<file path="src/design/ifmt_pkg.sv">
// Types, codes and character helpers for the integer field formatter.
package ifmt_pkg;

  localparam logic [2:0] OP_SDEC = 3'd0;
  localparam logic [2:0] OP_UDEC = 3'd1;
  localparam logic [2:0] OP_OCT  = 3'd2;
  localparam logic [2:0] OP_HEX  = 3'd3;
  localparam logic [2:0] OP_HEXU = 3'd4;
  localparam logic [2:0] OP_PTR  = 3'd5;
  localparam logic [2:0] OP_CHAR = 3'd6;
  localparam logic [2:0] OP_NONE = 3'd7;

  localparam logic [1:0] SZ_INT  = 2'd0;
  localparam logic [1:0] SZ_BYTE = 2'd1;
  localparam logic [1:0] SZ_HALF = 2'd2;
  localparam logic [1:0] SZ_WIDE = 2'd3;

  localparam logic [7:0] CH_ZERO  = 8'h30;
  localparam logic [7:0] CH_SPACE = 8'h20;
  localparam logic [7:0] CH_PLUS  = 8'h2B;
  localparam logic [7:0] CH_MINUS = 8'h2D;
  localparam logic [7:0] CH_X     = 8'h78;
  localparam logic [7:0] CH_XU    = 8'h58;

  localparam logic [127:0] DIGITS_LO = "0123456789abcdef";
  localparam logic [127:0] DIGITS_UP = "0123456789ABCDEF";

  // enough for 64-bit decimal, 16 hex or 11 octal digits
  localparam int DIG_NIBS = 20;
  localparam int QDEPTH   = 2;

  typedef struct packed {
    logic [2:0]  op;
    logic [1:0]  size_mode;
    logic [63:0] raw_value;
    logic        left_justify;
    logic        force_plus;
    logic        space_sign;
    logic        alternate_form;
    logic        zero_fill;
    logic [5:0]  field_width;
  } in_item_t;

  typedef struct packed {
    logic [7:0] char_out;
    logic       last_char;
  } out_item_t;

  // classified conversion handed from front to back
  typedef struct packed {
    logic [DIG_NIBS*4-1:0] digits;
    logic [4:0]            dlen;
    logic [1:0]            plen;
    logic [7:0]            pre_x;
    logic                  has_sign;
    logic [7:0]            sign_ch;
    logic [5:0]            pad;
    logic                  left;
    logic                  zero;
    logic                  upper;
    logic                  char_mode;
    logic [7:0]            ch;
  } job_t;

  typedef enum logic [1:0] {FR_IDLE, FR_CONV, FR_PUSH} fr_state_t;

  typedef enum logic [2:0] {
    BK_IDLE, BK_LEAD, BK_SIGN, BK_PRE, BK_ZERO, BK_DIG, BK_TRAIL
  } bk_state_t;

  function automatic logic [7:0] hex_char(input logic [3:0] nib, input logic upper);
    logic [7:0] c;
    if (upper) c = DIGITS_UP[8*(15-int'(nib)) +: 8];
    else       c = DIGITS_LO[8*(15-int'(nib)) +: 8];
    return c;
  endfunction

endpackage

</file>
<file path="src/design/integer_field_formatter_core.sv">
// Top level of the integer field formatter: front, job queue and back.
//
//   channel | direction | payload     | handshake
//   in      | input     | in_item_t   | in_valid / in_stall
//   out     | output    | out_item_t  | out_valid / out_stall
//
// Decimal requests pass through the front's BCD shift loop over all VALUE_BITS
// bits before the job is queued; other conversions go straight to the push state.
// The back loads a job from the queue, then emits one character per cycle
// while the output is not stalled.
// Synchronous reset clears all control state; no clearing pass is needed.
// Output stalls back up only the back end; the front keeps working until
// the two-entry queue fills.
module integer_field_formatter_core #(
  parameter int VALUE_BITS = 64,
  parameter int MAX_WIDTH  = 63
) (
  input  logic                clk,
  input  logic                rst,
  input  logic                in_valid,
  output logic                in_stall,
  input  ifmt_pkg::in_item_t  in_item,
  output logic                out_valid,
  input  logic                out_stall,
  output ifmt_pkg::out_item_t out_item
);

  ifmt_pkg::job_t wr_job, rd_job;
  logic push, pop, full, empty;

  ifmt_front #(
    .VALUE_BITS(VALUE_BITS),
    .MAX_WIDTH (MAX_WIDTH)
  ) u_front (
    .clk      (clk),
    .rst      (rst),
    .in_valid (in_valid),
    .in_stall (in_stall),
    .in_item  (in_item),
    .push     (push),
    .job      (wr_job),
    .full     (full)
  );

  ifmt_fifo u_fifo (
    .clk    (clk),
    .rst    (rst),
    .push   (push),
    .wr_job (wr_job),
    .pop    (pop),
    .rd_job (rd_job),
    .full   (full),
    .empty  (empty)
  );

  ifmt_back u_back (
    .clk       (clk),
    .rst       (rst),
    .job       (rd_job),
    .empty     (empty),
    .pop       (pop),
    .out_valid (out_valid),
    .out_stall (out_stall),
    .out_item  (out_item)
  );

endmodule

</file>
<file path="src/design/ifmt_front.sv">
// Front end: accepts requests, converts decimal to BCD, builds the job.
module ifmt_front #(
  parameter int VALUE_BITS = 64,
  parameter int MAX_WIDTH  = 63
) (
  input  logic              clk,
  input  logic              rst,
  input  logic              in_valid,
  output logic              in_stall,
  input  ifmt_pkg::in_item_t in_item,
  output logic              push,
  output ifmt_pkg::job_t    job,
  input  logic              full
);

  localparam int CNT_W = $clog2(VALUE_BITS);
  localparam int BCD_W = ifmt_pkg::DIG_NIBS * 4;
  localparam logic [63:0] PTR_MASK = {64{1'b1}} >> (64 - VALUE_BITS);

  ifmt_pkg::fr_state_t state, state_next;
  ifmt_pkg::in_item_t  req;
  logic [VALUE_BITS-1:0] bin;
  logic [BCD_W-1:0]      bcd, adj;
  logic [CNT_W-1:0]      cnt;
  logic                  neg;

  logic [6:0]  sh;
  logic [63:0] sx, mk, mag;
  logic        nv;

  always_comb begin
    case (in_item.size_mode)
      ifmt_pkg::SZ_BYTE: sh = 7'd56;
      ifmt_pkg::SZ_HALF: sh = 7'd48;
      ifmt_pkg::SZ_WIDE: sh = 7'(64 - VALUE_BITS);
      default:           sh = 7'd32;
    endcase
    sx = 64'($signed(in_item.raw_value << sh) >>> sh);
    mk = {64{1'b1}} >> sh;
    if (in_item.op == ifmt_pkg::OP_SDEC) begin
      nv  = sx[63];
      mag = nv ? (64'd0 - sx) : sx;
    end else begin
      nv  = 1'b0;
      mag = in_item.raw_value & mk;
    end
  end

  // add-3 correction on every BCD digit
  always_comb begin
    for (int i = 0; i < ifmt_pkg::DIG_NIBS; i++) begin
      adj[4*i +: 4] = (bcd[4*i +: 4] >= 4'd5) ? bcd[4*i +: 4] + 4'd3 : bcd[4*i +: 4];
    end
  end

  always_comb begin
    state_next = state;
    unique case (state)
      ifmt_pkg::FR_IDLE: begin
        if (in_valid) begin
          if (in_item.op == ifmt_pkg::OP_SDEC || in_item.op == ifmt_pkg::OP_UDEC)
            state_next = ifmt_pkg::FR_CONV;
          else if (in_item.op != ifmt_pkg::OP_NONE)
            state_next = ifmt_pkg::FR_PUSH;
        end
      end
      ifmt_pkg::FR_CONV: begin
        if (cnt == CNT_W'(VALUE_BITS - 1)) state_next = ifmt_pkg::FR_PUSH;
      end
      ifmt_pkg::FR_PUSH: begin
        if (!full) state_next = ifmt_pkg::FR_IDLE;
      end
      default: state_next = ifmt_pkg::FR_IDLE;
    endcase
  end

  logic [31:0] lo32;
  logic [32:0] o33;
  logic [63:0] ptr;
  logic [5:0]  w;
  logic [4:0]  body;
  logic [4:0]  dl;

  always_comb begin
    in_stall = (state != ifmt_pkg::FR_IDLE);
    push     = (state == ifmt_pkg::FR_PUSH) && !full;

    lo32 = req.raw_value[31:0];
    o33  = {1'b0, lo32};
    ptr  = req.raw_value & PTR_MASK;

    job = '0;
    case (req.op)
      ifmt_pkg::OP_SDEC, ifmt_pkg::OP_UDEC: job.digits = bcd;
      ifmt_pkg::OP_OCT: begin
        for (int i = 0; i < 11; i++) job.digits[4*i +: 4] = {1'b0, o33[3*i +: 3]};
      end
      ifmt_pkg::OP_HEX, ifmt_pkg::OP_HEXU: begin
        for (int i = 0; i < 8; i++) job.digits[4*i +: 4] = lo32[4*i +: 4];
      end
      ifmt_pkg::OP_PTR: begin
        for (int i = 0; i < 16; i++) job.digits[4*i +: 4] = ptr[4*i +: 4];
      end
      default: job.digits = '0;
    endcase

    dl = 5'd1;
    for (int i = 0; i < ifmt_pkg::DIG_NIBS; i++) begin
      if (job.digits[4*i +: 4] != 4'd0) dl = 5'(i + 1);
    end
    job.char_mode = (req.op == ifmt_pkg::OP_CHAR);
    job.ch        = req.raw_value[7:0];
    job.dlen      = job.char_mode ? 5'd1 : dl;
    job.upper     = (req.op == ifmt_pkg::OP_HEXU);
    job.pre_x     = job.upper ? ifmt_pkg::CH_XU : ifmt_pkg::CH_X;

    case (req.op)
      ifmt_pkg::OP_OCT:                     job.plen = (req.alternate_form && lo32 != 0) ? 2'd1 : 2'd0;
      ifmt_pkg::OP_HEX, ifmt_pkg::OP_HEXU:  job.plen = (req.alternate_form && lo32 != 0) ? 2'd2 : 2'd0;
      ifmt_pkg::OP_PTR:                     job.plen = 2'd2;
      default:                              job.plen = 2'd0;
    endcase

    job.has_sign = neg || req.force_plus || req.space_sign;
    if (neg)                 job.sign_ch = ifmt_pkg::CH_MINUS;
    else if (req.force_plus) job.sign_ch = ifmt_pkg::CH_PLUS;
    else                     job.sign_ch = ifmt_pkg::CH_SPACE;

    w    = (req.field_width > 6'(MAX_WIDTH)) ? 6'(MAX_WIDTH) : req.field_width;
    body = {3'b0, job.plen} + job.dlen;
    job.pad = (w > {1'b0, body}) ? (w - {1'b0, body} - {5'b0, job.has_sign}) : 6'd0;
    job.left = req.left_justify;
    job.zero = req.zero_fill;
  end

  always_ff @(posedge clk) begin
    if (rst) begin
      state <= ifmt_pkg::FR_IDLE;
    end else begin
      state <= state_next;
    end
  end

  always_ff @(posedge clk) begin
    if (state == ifmt_pkg::FR_IDLE && in_valid) begin
      req <= in_item;
      bin <= mag[VALUE_BITS-1:0];
      bcd <= '0;
      cnt <= '0;
      neg <= nv;
    end else if (state == ifmt_pkg::FR_CONV) begin
      bcd <= {adj[BCD_W-2:0], bin[VALUE_BITS-1]};
      bin <= bin << 1;
      cnt <= cnt + 1'b1;
    end
  end

endmodule

</file>
<file path="src/design/ifmt_fifo.sv">
// Two-entry job queue between front and back.
module ifmt_fifo (
  input  logic           clk,
  input  logic           rst,
  input  logic           push,
  input  ifmt_pkg::job_t wr_job,
  input  logic           pop,
  output ifmt_pkg::job_t rd_job,
  output logic           full,
  output logic           empty
);

  localparam int PTR_W = $clog2(ifmt_pkg::QDEPTH);

  ifmt_pkg::job_t mem [ifmt_pkg::QDEPTH];
  logic [PTR_W-1:0] wp, rp;
  logic [PTR_W:0]   count;

  assign full   = (count == (PTR_W+1)'(ifmt_pkg::QDEPTH));
  assign empty  = (count == '0);
  assign rd_job = mem[rp];

  always_ff @(posedge clk) begin
    if (rst) begin
      wp    <= '0;
      rp    <= '0;
      count <= '0;
    end else begin
      if (push) wp <= wp + 1'b1;
      if (pop)  rp <= rp + 1'b1;
      count <= count + (PTR_W+1)'(push) - (PTR_W+1)'(pop);
    end
  end

  always_ff @(posedge clk) begin
    if (push) mem[wp] <= wr_job;
  end

endmodule

</file>
<file path="src/design/ifmt_back.sv">
// Back end: walks the field segments and emits one character per cycle while the output is not stalled.
module ifmt_back (
  input  logic                clk,
  input  logic                rst,
  input  ifmt_pkg::job_t      job,
  input  logic                empty,
  output logic                pop,
  output logic                out_valid,
  input  logic                out_stall,
  output ifmt_pkg::out_item_t out_item
);

  ifmt_pkg::bk_state_t state, state_next;
  ifmt_pkg::job_t      jb;
  logic [5:0]          cnt;

  function automatic logic [5:0] seg_len(input ifmt_pkg::bk_state_t s,
                                         input ifmt_pkg::job_t j);
    logic [5:0] n;
    case (s)
      ifmt_pkg::BK_LEAD:  n = (!j.left && !j.zero) ? j.pad : 6'd0;
      ifmt_pkg::BK_SIGN:  n = {5'b0, j.has_sign};
      ifmt_pkg::BK_PRE:   n = {4'b0, j.plen};
      ifmt_pkg::BK_ZERO:  n = (!j.left && j.zero) ? j.pad : 6'd0;
      ifmt_pkg::BK_DIG:   n = {1'b0, j.dlen};
      ifmt_pkg::BK_TRAIL: n = j.left ? j.pad : 6'd0;
      default:            n = 6'd0;
    endcase
    return n;
  endfunction

  // next non-empty segment after s, idle when none is left
  function automatic ifmt_pkg::bk_state_t seg_after(input ifmt_pkg::bk_state_t s,
                                                    input ifmt_pkg::job_t j);
    ifmt_pkg::bk_state_t r;
    ifmt_pkg::bk_state_t k;
    r = ifmt_pkg::BK_IDLE;
    for (int i = 6; i >= 1; i--) begin
      k = ifmt_pkg::bk_state_t'(3'(i));
      if (k > s && seg_len(k, j) != 6'd0) r = k;
    end
    return r;
  endfunction

  logic                adv, seg_end;
  logic [5:0]          len;
  ifmt_pkg::bk_state_t after;
  logic [4:0]          didx;
  logic [7:0]          ch;

  always_comb begin
    len     = seg_len(state, jb);
    after   = seg_after(state, jb);
    seg_end = (cnt == len - 6'd1);
    adv     = (state != ifmt_pkg::BK_IDLE) && (!out_valid || !out_stall);
  end

  always_comb begin
    state_next = state;
    unique case (state)
      ifmt_pkg::BK_IDLE: begin
        if (!empty) state_next = seg_after(ifmt_pkg::BK_IDLE, job);
      end
      ifmt_pkg::BK_LEAD, ifmt_pkg::BK_SIGN, ifmt_pkg::BK_PRE, ifmt_pkg::BK_ZERO,
      ifmt_pkg::BK_DIG, ifmt_pkg::BK_TRAIL: begin
        if (adv && seg_end) state_next = after;
      end
      default: state_next = ifmt_pkg::BK_IDLE;
    endcase
  end

  always_comb begin
    pop  = (state == ifmt_pkg::BK_IDLE) && !empty;
    didx = jb.dlen - 5'd1 - cnt[4:0];
    unique case (state)
      ifmt_pkg::BK_LEAD:  ch = ifmt_pkg::CH_SPACE;
      ifmt_pkg::BK_SIGN:  ch = jb.sign_ch;
      ifmt_pkg::BK_PRE:   ch = (cnt == 6'd0) ? ifmt_pkg::CH_ZERO : jb.pre_x;
      ifmt_pkg::BK_ZERO:  ch = ifmt_pkg::CH_ZERO;
      ifmt_pkg::BK_DIG:   ch = jb.char_mode ? jb.ch
                               : ifmt_pkg::hex_char(jb.digits[4*didx +: 4], jb.upper);
      ifmt_pkg::BK_TRAIL: ch = ifmt_pkg::CH_SPACE;
      default:            ch = ifmt_pkg::CH_SPACE;
    endcase
  end

  always_ff @(posedge clk) begin
    if (rst) begin
      state     <= ifmt_pkg::BK_IDLE;
      out_valid <= 1'b0;
    end else begin
      state <= state_next;
      if (adv)             out_valid <= 1'b1;
      else if (!out_stall) out_valid <= 1'b0;
    end
  end

  always_ff @(posedge clk) begin
    if (pop) begin
      jb  <= job;
      cnt <= 6'd0;
    end else if (adv) begin
      cnt <= seg_end ? 6'd0 : cnt + 6'd1;
    end
    if (adv) begin
      out_item.char_out  <= ch;
      out_item.last_char <= seg_end && (after == ifmt_pkg::BK_IDLE);
    end
  end

endmodule

</file>
<file path="config.mk">
export PLATFORM = sky130hd
export DESIGN_NAME = integer_field_formatter_core
export DESIGN_NICKNAME = d
export VERILOG_FILES = /design/src/design/ifmt_pkg.sv /design/src/design/integer_field_formatter_core.sv /design/src/design/ifmt_front.sv /design/src/design/ifmt_fifo.sv /design/src/design/ifmt_back.sv
export SDC_FILE = /design/constraint.sdc
export NUM_CORES = 1
export LEC_CHECK = 0
export ABC_AREA = 0
export BUFFER_PORTS_ARGS = -buffer_cell sky130_fd_sc_hd__clkbuf_2
export CELL_PAD_IN_SITES_DETAIL_PLACEMENT = 1
export CELL_PAD_IN_SITES_GLOBAL_PLACEMENT = 2
export CORE_MARGIN = 2
export CORE_UTILIZATION = 35
export CTS_CLUSTER_DIAMETER = 40
export CTS_CLUSTER_SIZE = 12
export DETAILED_ROUTE_END_ITERATION = 10
export PLACE_DENSITY = 0.67
export SLEW_MARGIN = 40
export SYNTH_ARGS = -nofsm -noshare
export SYNTH_HDL_FRONTEND = slang
export SYNTH_SLANG_ARGS = --single-unit
</file>
<file path="constraint.sdc">
create_clock -name clk -period 16.37 [get_ports clk]
set_input_delay 4.0925 -clock clk [delete_from_list [all_inputs] [get_ports clk]]
set_output_delay 4.0925 -clock clk [all_outputs]
set_load 0.1 [all_outputs]
</file>
==> results of run 1 <==
[sequential cells by signal, summed over array words and instances (netlist names), named ones only]
name and flops:
u_fifo.count 2, u_fifo.rp 1, u_front.cnt 6, u_back.cnt 6, u_front.ptr 64, u_fifo.wp 1
u_front.state 2, u_back.state 3, u_front.bcd 80, u_fifo.mem 220, u_front.req 12, u_back.jb 110
u_front.bin 64, u_back.out_item 9, u_front.neg 1, u_front.job 2, u_back.out_valid 1
[cell usage after synthesis (all sizes together) (6+ instances only)]
cell type  number  area [µm²]
o22ai          23       150.1
a31oi          27       168.9
o21bai          8       60.06
nor2b          27       168.9
a211oi         15       117.6
o21ai         196       980.9
ha             73       913.4
nand3         105       525.5
nand4          14       87.58
a21boi          7       56.31
mux2          118        1340
edfxtp        482       14470
and2           27       171.4
nor3b          15       117.6
nor3           43       220.2
nor4           31       221.5
mux4           21       473.0
xor2           43       376.6
clkbuf        109       409.1
a2bb2oi        15       131.4
a21oi         200        1001
a32oi           6       52.55
or4            11       82.58
xnor2          60       525.5
a22o            9       78.83
inv            98       367.9
or3            15       93.84
o32ai          19       166.4
a21o           20       150.1
nand2b         61       381.6
buf            32       190.2
o31ai          20       163.9
or2            11       68.82
nor2          203       764.5
dfxtp         103        2062
and3           11       68.82
mux2i          44       440.4
nand2         162       608.1
a221oi         14       122.6
[how the worst max path moves through the flow]
stage	slack [ns]	to
6_report	9.01	u_front.bin[61]
5_1_grt	8.78	u_front.bin[43]
3_5_place_dp	8.36	u_front.bin[61]
3_3_place_gp	8.43	u_front.bin[61]
2_1_floorplan	8.91	u_front.job[10]
4_1_cts	9.07	u_front.bin[61]
[power by group through the flow]
| stage | Combinational [mW] | Sequential [mW] | Clock, mW |
|---|---|---|---|
| after floorplan | 0.949 | 2.13 | 0 |
| after global placement | 1.43 | 2.10 | 0 |
| after detailed placement | 1.48 | 2.10 | 0 |
| after CTS | 1.49 | 2.07 | 2.27 |
| after global routing | 1.60 | 2.09 | 2.33 |
| final | 1.46 | 2.07 | 2.22 |
[cell families (layout without fill, tap and decap cells)]
family                     after synthesis  in the layout  synth area share
and+or+nand+nor                        756            756            0.1283
AOI/OAI and AO/OA                      636            636            0.1343
DFF                                    585            585            0.5631
buffers and inverters                  240            416           0.03306
muxes                                  183            183           0.07673
xor gates and xnor gates               103            103           0.03072
adders and majority gates               77             77           0.03383
[stage by stage]
| step | cells | hold slack (ns) | setup WS, ns | utilization | total power, mW |
|---|---|---|---|---|---|
| 2_1_floorplan | 2580 | 0.4176 | 8.908 | - | 3.081 |
| 3_3_place_gp | 3647 | 0.4365 | 8.429 | 0.3704 | 3.529 |
| 3_5_place_dp | 3648 | 0.4494 | 8.365 | 0.3711 | 3.580 |
| 4_1_cts | 3836 | 0.4618 | 9.070 | 0.4144 | 5.832 |
| 5_1_grt | 3836 | 0.4787 | 8.780 | 0.4146 | 6.025 |
| 6_report | 3836 | 0.4569 | 9.006 | 0.4146 | 5.751 |
[cell type report]
cell class	instances	area share
Tap cell	1080	0.03907
Multi-Input combinational cell	1755	0.3449
Inverter	99	0.01089
Sequential cell	585	0.4783
Timing Repair Buffer	129	0.02232
Clock buffer	113	0.07554
Clock inverter	75	0.02898
[metal layers]
layer / global-route usage / routed length, µm / up-vias
met1: 0.2775 / 40750 / 10580
met2: 0.3389 / 41900 / 435
met3: 0.03210 / 3298 / 150
met5: 0 / 0 / -
met4: 0.06869 / 2728 / 0
li1: - / - / 9838
==> impl_metrics.py, run 1 <==
metrics = {
    "clocking": {
        "hold_buffers": 0,
        "cts_tree": "done",
        "clk_path_buf_depth": 3,
        "htree_levels": 3,
        "post-cts-setup-buffer-count": 0,
        "cts.repair.resized": 0,
        "clockRootBuffer": "clkbuf_16",
        "path_clk_slew_ns": 0.05,
        "cts.sinks": 585,
        "clk_latency_ns": 0.67,
        "numCtsBuffers": 100,
    },
    "synth": {
        "ys.flop_type": "edfxtp_1",
        "async_flop_share": 0,
        "yosysWarningCount": 0,
        "seq_area_frac_synth": 0.5631,
        "synth_edf_count": 482,
        "synth_area_um2": 29370,
        "synth_cells": 2580,
        "avgSynthCellArea_um2": 11.38,
        "syn_nets": 2741,
        "synth-seq-cells": 585,
        "synth_cell_type_count": 96,
    },
    "worst_hold_path": {
        "min_from": "u_front.job[10]",
        "whs_path_depth": 0,
        "min_to": "u_fifo.mem[1][10]",
        "hold_path_class": "flip-flop to flip-flop",
    },
    "pwr": {
        "internal_power_mw": 3.913,
        "seqPwrFrac": 0.359,
        "p_per_area_nw_per_um2": 166.3,
        "combPwrFrac": 0.254,
        "vdd_drop_max_mv": 0.1353,
        "p_leak_nw": 12.17,
        "switching_share": 0.3196,
        "clockPowerShare": 0.386,
        "p_switching_mw": 1.838,
    },
    "worst_setup_path": {
        "path_max_fanout": 47,
        "worst_setup_path_end_kind": "flip-flop",
        "critPathLaunchType": "input pin",
        "crit_cells": 12,
        "critPathBufInv": 3,
        "reg2reg_depth": 23,
        "crit_start": "in_item[75]",
        "crit_type": "input pin to flip-flop",
        "required_ns": 16.76,
        "reg2reg_to": "u_fifo.mem[1][17]",
        "r2r_setup_slack_ns": 9.40,
        "worst_path_dominant_cell_family": "simple AND/OR/NAND/NOR gates",
        "worstPathArrival_ns": 7.75,
        "path_common_cell": "nand2_1",
        "reg2reg_from": "u_front.req[78]",
        "cpMaxStageDelayCell": "nor4_2",
        "crit_chain": "clkbuf_2 -> ha_1 -> buf_4 -> inv_1 -> nand2_1 -> o2111ai_2 -> nor4_2 -> nand2_1 -> a21oi_1 -> a31oi_1 -> xor2_1 -> o21ai_1",
        "slowest_delay_ns": 0.59,
    },
    "layout": {
        "area_growth_pct": 17.76,
        "final_cell_mix": "edfxtp_1 (482), a21oi_1 (200), nor2_1 (199)",
        "fin_area_um2": 34580,
        "n_fill_cell": 8856,
        "multi_input_area_um2": 11930,
        "diodes": 0,
        "drive_gt1_frac": 0.1753,
        "nets": 2831,
        "final-seq-area_um2": 16540,
        "final_common_cell": "edfxtp_1",
    },
    "placed_design": {
        "place_area_um2": 30960,
        "routabilityCongestion": 0.8738,
        "dp_hpwl_um": 62920,
        "numPortBuffers": 94,
    },
    "detailed_routing": {
        "post_drt_wl_per_cell_um": 23.12,
        "drc": 0,
        "firstDrtPassIters": 5,
        "wl_um": 88680,
        "antenna_left": 0,
        "vias_per_cell": 5.475,
        "vias": 21000,
        "drt_iter0_drc": 1103,
    },
    "global_routing": {
        "grt_overflow_total": 0,
        "antenna_found_initial": 3,
        "grt_pass1_wl_um": 136500,
        "grt_usage": 0.2060,
        "grt_start_max_net_pins": 99,
        "grt_pass1_vias": 21930,
    },
    "sta": {
        "slew_headroom": 0.4527,
        "worst_pin_slew_ns": 0.8136,
        "hold_viol_final": 0,
        "period_minus_slack_ns": 7.364,
        "setup_violations": 0,
        "fmax_mhz": 135.8,
        "drv_slew": 0,
        "final.setup.tns_ns": 0,
        "skew_ns": 0.02571,
        "rsz0062_at_grt": "no",
        "fin_crit_sh": 0.4498,
    },
    "die": {
        "placementRows": 106,
        "start_util": 0.3520,
        "core-area_um2": 83420,
        "die_h_um": 293.7,
        "die_x_um": 293.7,
        "ios": 95,
        "die_area_um2": 86240,
    },
    "run_status": {
        "outcome": "finished clean",
    },
    "job": {
        "maxCapViolCount": 0,
    },
}
Note: power is estimated with default switching activity, not from simulation.
==> run 2, diff against run 1 <==
--- a/config.mk
+++ b/config.mk
@@ -14,7 +14,7 @@
 export CTS_CLUSTER_DIAMETER = 40
 export CTS_CLUSTER_SIZE = 12
 export DETAILED_ROUTE_END_ITERATION = 10
-export PLACE_DENSITY = 0.67
+export PLACE_DENSITY = 0.7
 export SLEW_MARGIN = 40
 export SYNTH_ARGS = -nofsm -noshare
 export SYNTH_HDL_FRONTEND = slang
==> constraint.sdc (replaced) <==
create_clock -name clk -period 6.5 [get_ports clk]
set_input_delay 1.625 -clock clk [delete_from_list [all_inputs] [get_ports clk]]
set_output_delay 1.625 -clock clk [all_outputs]
set_load 0.1 [all_outputs]
==> impl_metrics.py, run 2 (synthesized netlist as in run 1, its figures left out) <==
metrics = {
    "sta": {
        "rsz0062_at_grt": "no",
        "period_minus_slack_ns": 5.598,
        "fin_crit_sh": 0.8613,
        "drv_slew": 0,
        "final.setup.tns_ns": 0,
        "worst_pin_slew_ns": 0.9093,
        "hold_viol_final": 0,
        "worst_hold_slack_ns": 0.4624,
        "skew_ns": 0.03508,
        "fmax_mhz": 178.6,
        "slew_headroom": 0.3915,
        "setup_violations": 0,
    },
    "layout": {
        "n_fill_cell": 8903,
        "diodes": 0,
        "largest_register_ffs": 220,
        "nets": 2854,
        "final_common_cell": "edfxtp_1",
        "area_growth_pct": 18.51,
        "multi_input_area_um2": 11930,
        "final-seq-area_um2": 16540,
        "fin_area_um2": 34800,
        "final_cell_mix": "edfxtp_1 (482), a21oi_1 (200), nor2_1 (199)",
        "drive_gt1_frac": 0.1831,
        "reg_top3": "u_fifo.mem x220, u_back.jb x110, u_front.bcd x80",
        "largest_register": "u_fifo.mem",
    },
    "worst_setup_path": {
        "reg2reg_from": "u_front.req[78]",
        "worst_setup_path_end_kind": "flip-flop",
        "path_max_fanout": 17,
        "path_common_cell": "ha_1",
        "worstPathArrival_ns": 6.00,
        "cpMaxStageDelayCell": "edfxtp_1",
        "crit_chain": "nor2b_2 -> or2_1 -> nand2_1 -> o21ai_0 -> or4_1 -> or2_2 -> a31oi_1 -> o21bai_1 -> a31oi_1 -> ha_1 -> a21o_1 -> and2_1 -> xor2_1 -> ha_1 -> inv_1 -> ha_1 -> inv_1 -> o21bai_1 -> a21oi_1 -> xnor2_1 -> nor2_1 -> a21bo_2",
        "critPathLaunchType": "flip-flop",
        "required_ns": 6.90,
        "slowest_delay_ns": 0.66,
        "crit_start": "u_front.req[78]",
        "crit_type": "flip-flop to flip-flop",
    },
    "detailed_routing": {
        "firstDrtPassIters": 5,
        "vias": 21290,
        "drt_iter0_drc": 1238,
        "wl_um": 90250,
        "vias_per_cell": 5.515,
        "drc": 0,
        "post_drt_wl_per_cell_um": 23.38,
        "antenna_left": 0,
    },
    "run_status": {
        "outcome": "finished clean",
    },
    "die": {
        "die_x_um": 293.7,
        "core-area_um2": 83420,
        "start_util": 0.3520,
        "die_area_um2": 86240,
        "placementRows": 106,
        "ios": 95,
        "die_h_um": 293.7,
    },
    "global_routing": {
        "grt_start_max_net_pins": 104,
        "grt_pass1_wl_um": 137900,
        "antenna_found_initial": 2,
        "grt_usage": 0.2080,
        "grt_overflow_total": 0,
        "grt_pass1_vias": 22400,
    },
    "pwr": {
        "vdd_drop_max_mv": 0.2512,
        "p_per_area_nw_per_um2": 417.8,
        "p_leak_nw": 12.30,
    },
    "clocking": {
        "numCtsBuffers": 101,
        "clk_latency_ns": 0.66,
        "cts.repair.resized": 0,
        "post-cts-setup-buffer-count": 0,
        "clk_path_buf_depth": 3,
        "hold_buffers": 0,
        "cts_tree": "done",
        "cts.sinks": 585,
        "clockRootBuffer": "clkbuf_16",
        "path_clk_slew_ns": 0.06,
        "htree_levels": 3,
    },
    "worst_hold_path": {
        "min_from": "u_front.job[11]",
        "hold_path_class": "flip-flop to flip-flop",
    },
    "placed_design": {
        "routabilityCongestion": 0.9001,
        "dp_hpwl_um": 64240,
        "numPortBuffers": 94,
        "place_area_um2": 31120,
    },
    "job": {
        "maxCapViolCount": 0,
    },
}
run 2: cell count changes in the layout (fill, tap and decap cells not counted), moves of 3 or more:
| cell | previous run | this run |
|---|---|---|
| buf_4 | 27 | 49 |
| clkinv_1 | 8 | 5 |
| buf_12 | 1 | 4 |
| buf_6 | 7 | 4 |
| clkinv_8 | 0 | 3 |
| inv_6 | 12 | 15 |
run 2: critical path: cells and delay by family (launching register included):
kind / cells / cell delay (ns)
flip-flops: 1 / 0.66
buffers and inverters: 2 / 0.14
AND/OR/NAND/NOR: 7 / 1.97
adder cells (fa/ha/maj): 3 / 0.93
XOR/XNOR: 2 / 0.32
AO/OA/AOI/OAI: 8 / 1.34
run 2: final cells by class:
| cell class | instances | share of cell area |
|---|---|---|
| inverter | 99 | 0.01082 |
| timing repair buffer | 151 | 0.02768 |
| sequential | 585 | 0.4752 |
| multi-input combinational | 1755 | 0.3427 |
| clock inverter | 76 | 0.02955 |
| clock buffer | 114 | 0.07521 |
| tap | 1080 | 0.03883 |
run 2: per-layer routing:
metal / vias to the layer above / share of wire / GRT usage
li1: 9903 / - / -
met1: 10750 / 0.45 / 0.2819
met2: 497 / 0.48 / 0.3471
met3: 138 / 0.041 / 0.02878
met4: 2 / 0.022 / 0.05998
met5: - / 0.00016 / 0
run 2: metrics by stage:
stage / setup slack, ns / utilization / instances / power (mW)
after floorplan: 0.7064 / - / 2580 / 7.737
after global placement: 0.8071 / 0.3726 / 3668 / 8.904
after detailed placement: 0.7952 / 0.3731 / 3669 / 9.012
after CTS: 0.8052 / 0.4168 / 3859 / 14.72
after global routing: 0.5349 / 0.4172 / 3860 / 15.18
final: 0.9016 / 0.4172 / 3860 / 14.54
run 2: power breakdown:
part	total (mW)	switching [mW]	internal, mW
registers	5.20	0.309	4.89
logic	3.68	2.31	1.37
clock network	5.66	1.99	3.66
total	14.5	4.62	9.92
run 2: final timing paths:
| check | end | slack (ns) | cells after the start |
|---|---|---|---|
| min reg2reg | u_fifo.mem[0][11] | 0.46 | 0 |
| min | u_fifo.mem[0][11] | 0.46 | 0 |
| max | u_fifo.mem[1][17] | 0.90 | 22 |
| max reg2reg | u_fifo.mem[1][17] | 0.90 | 22 |
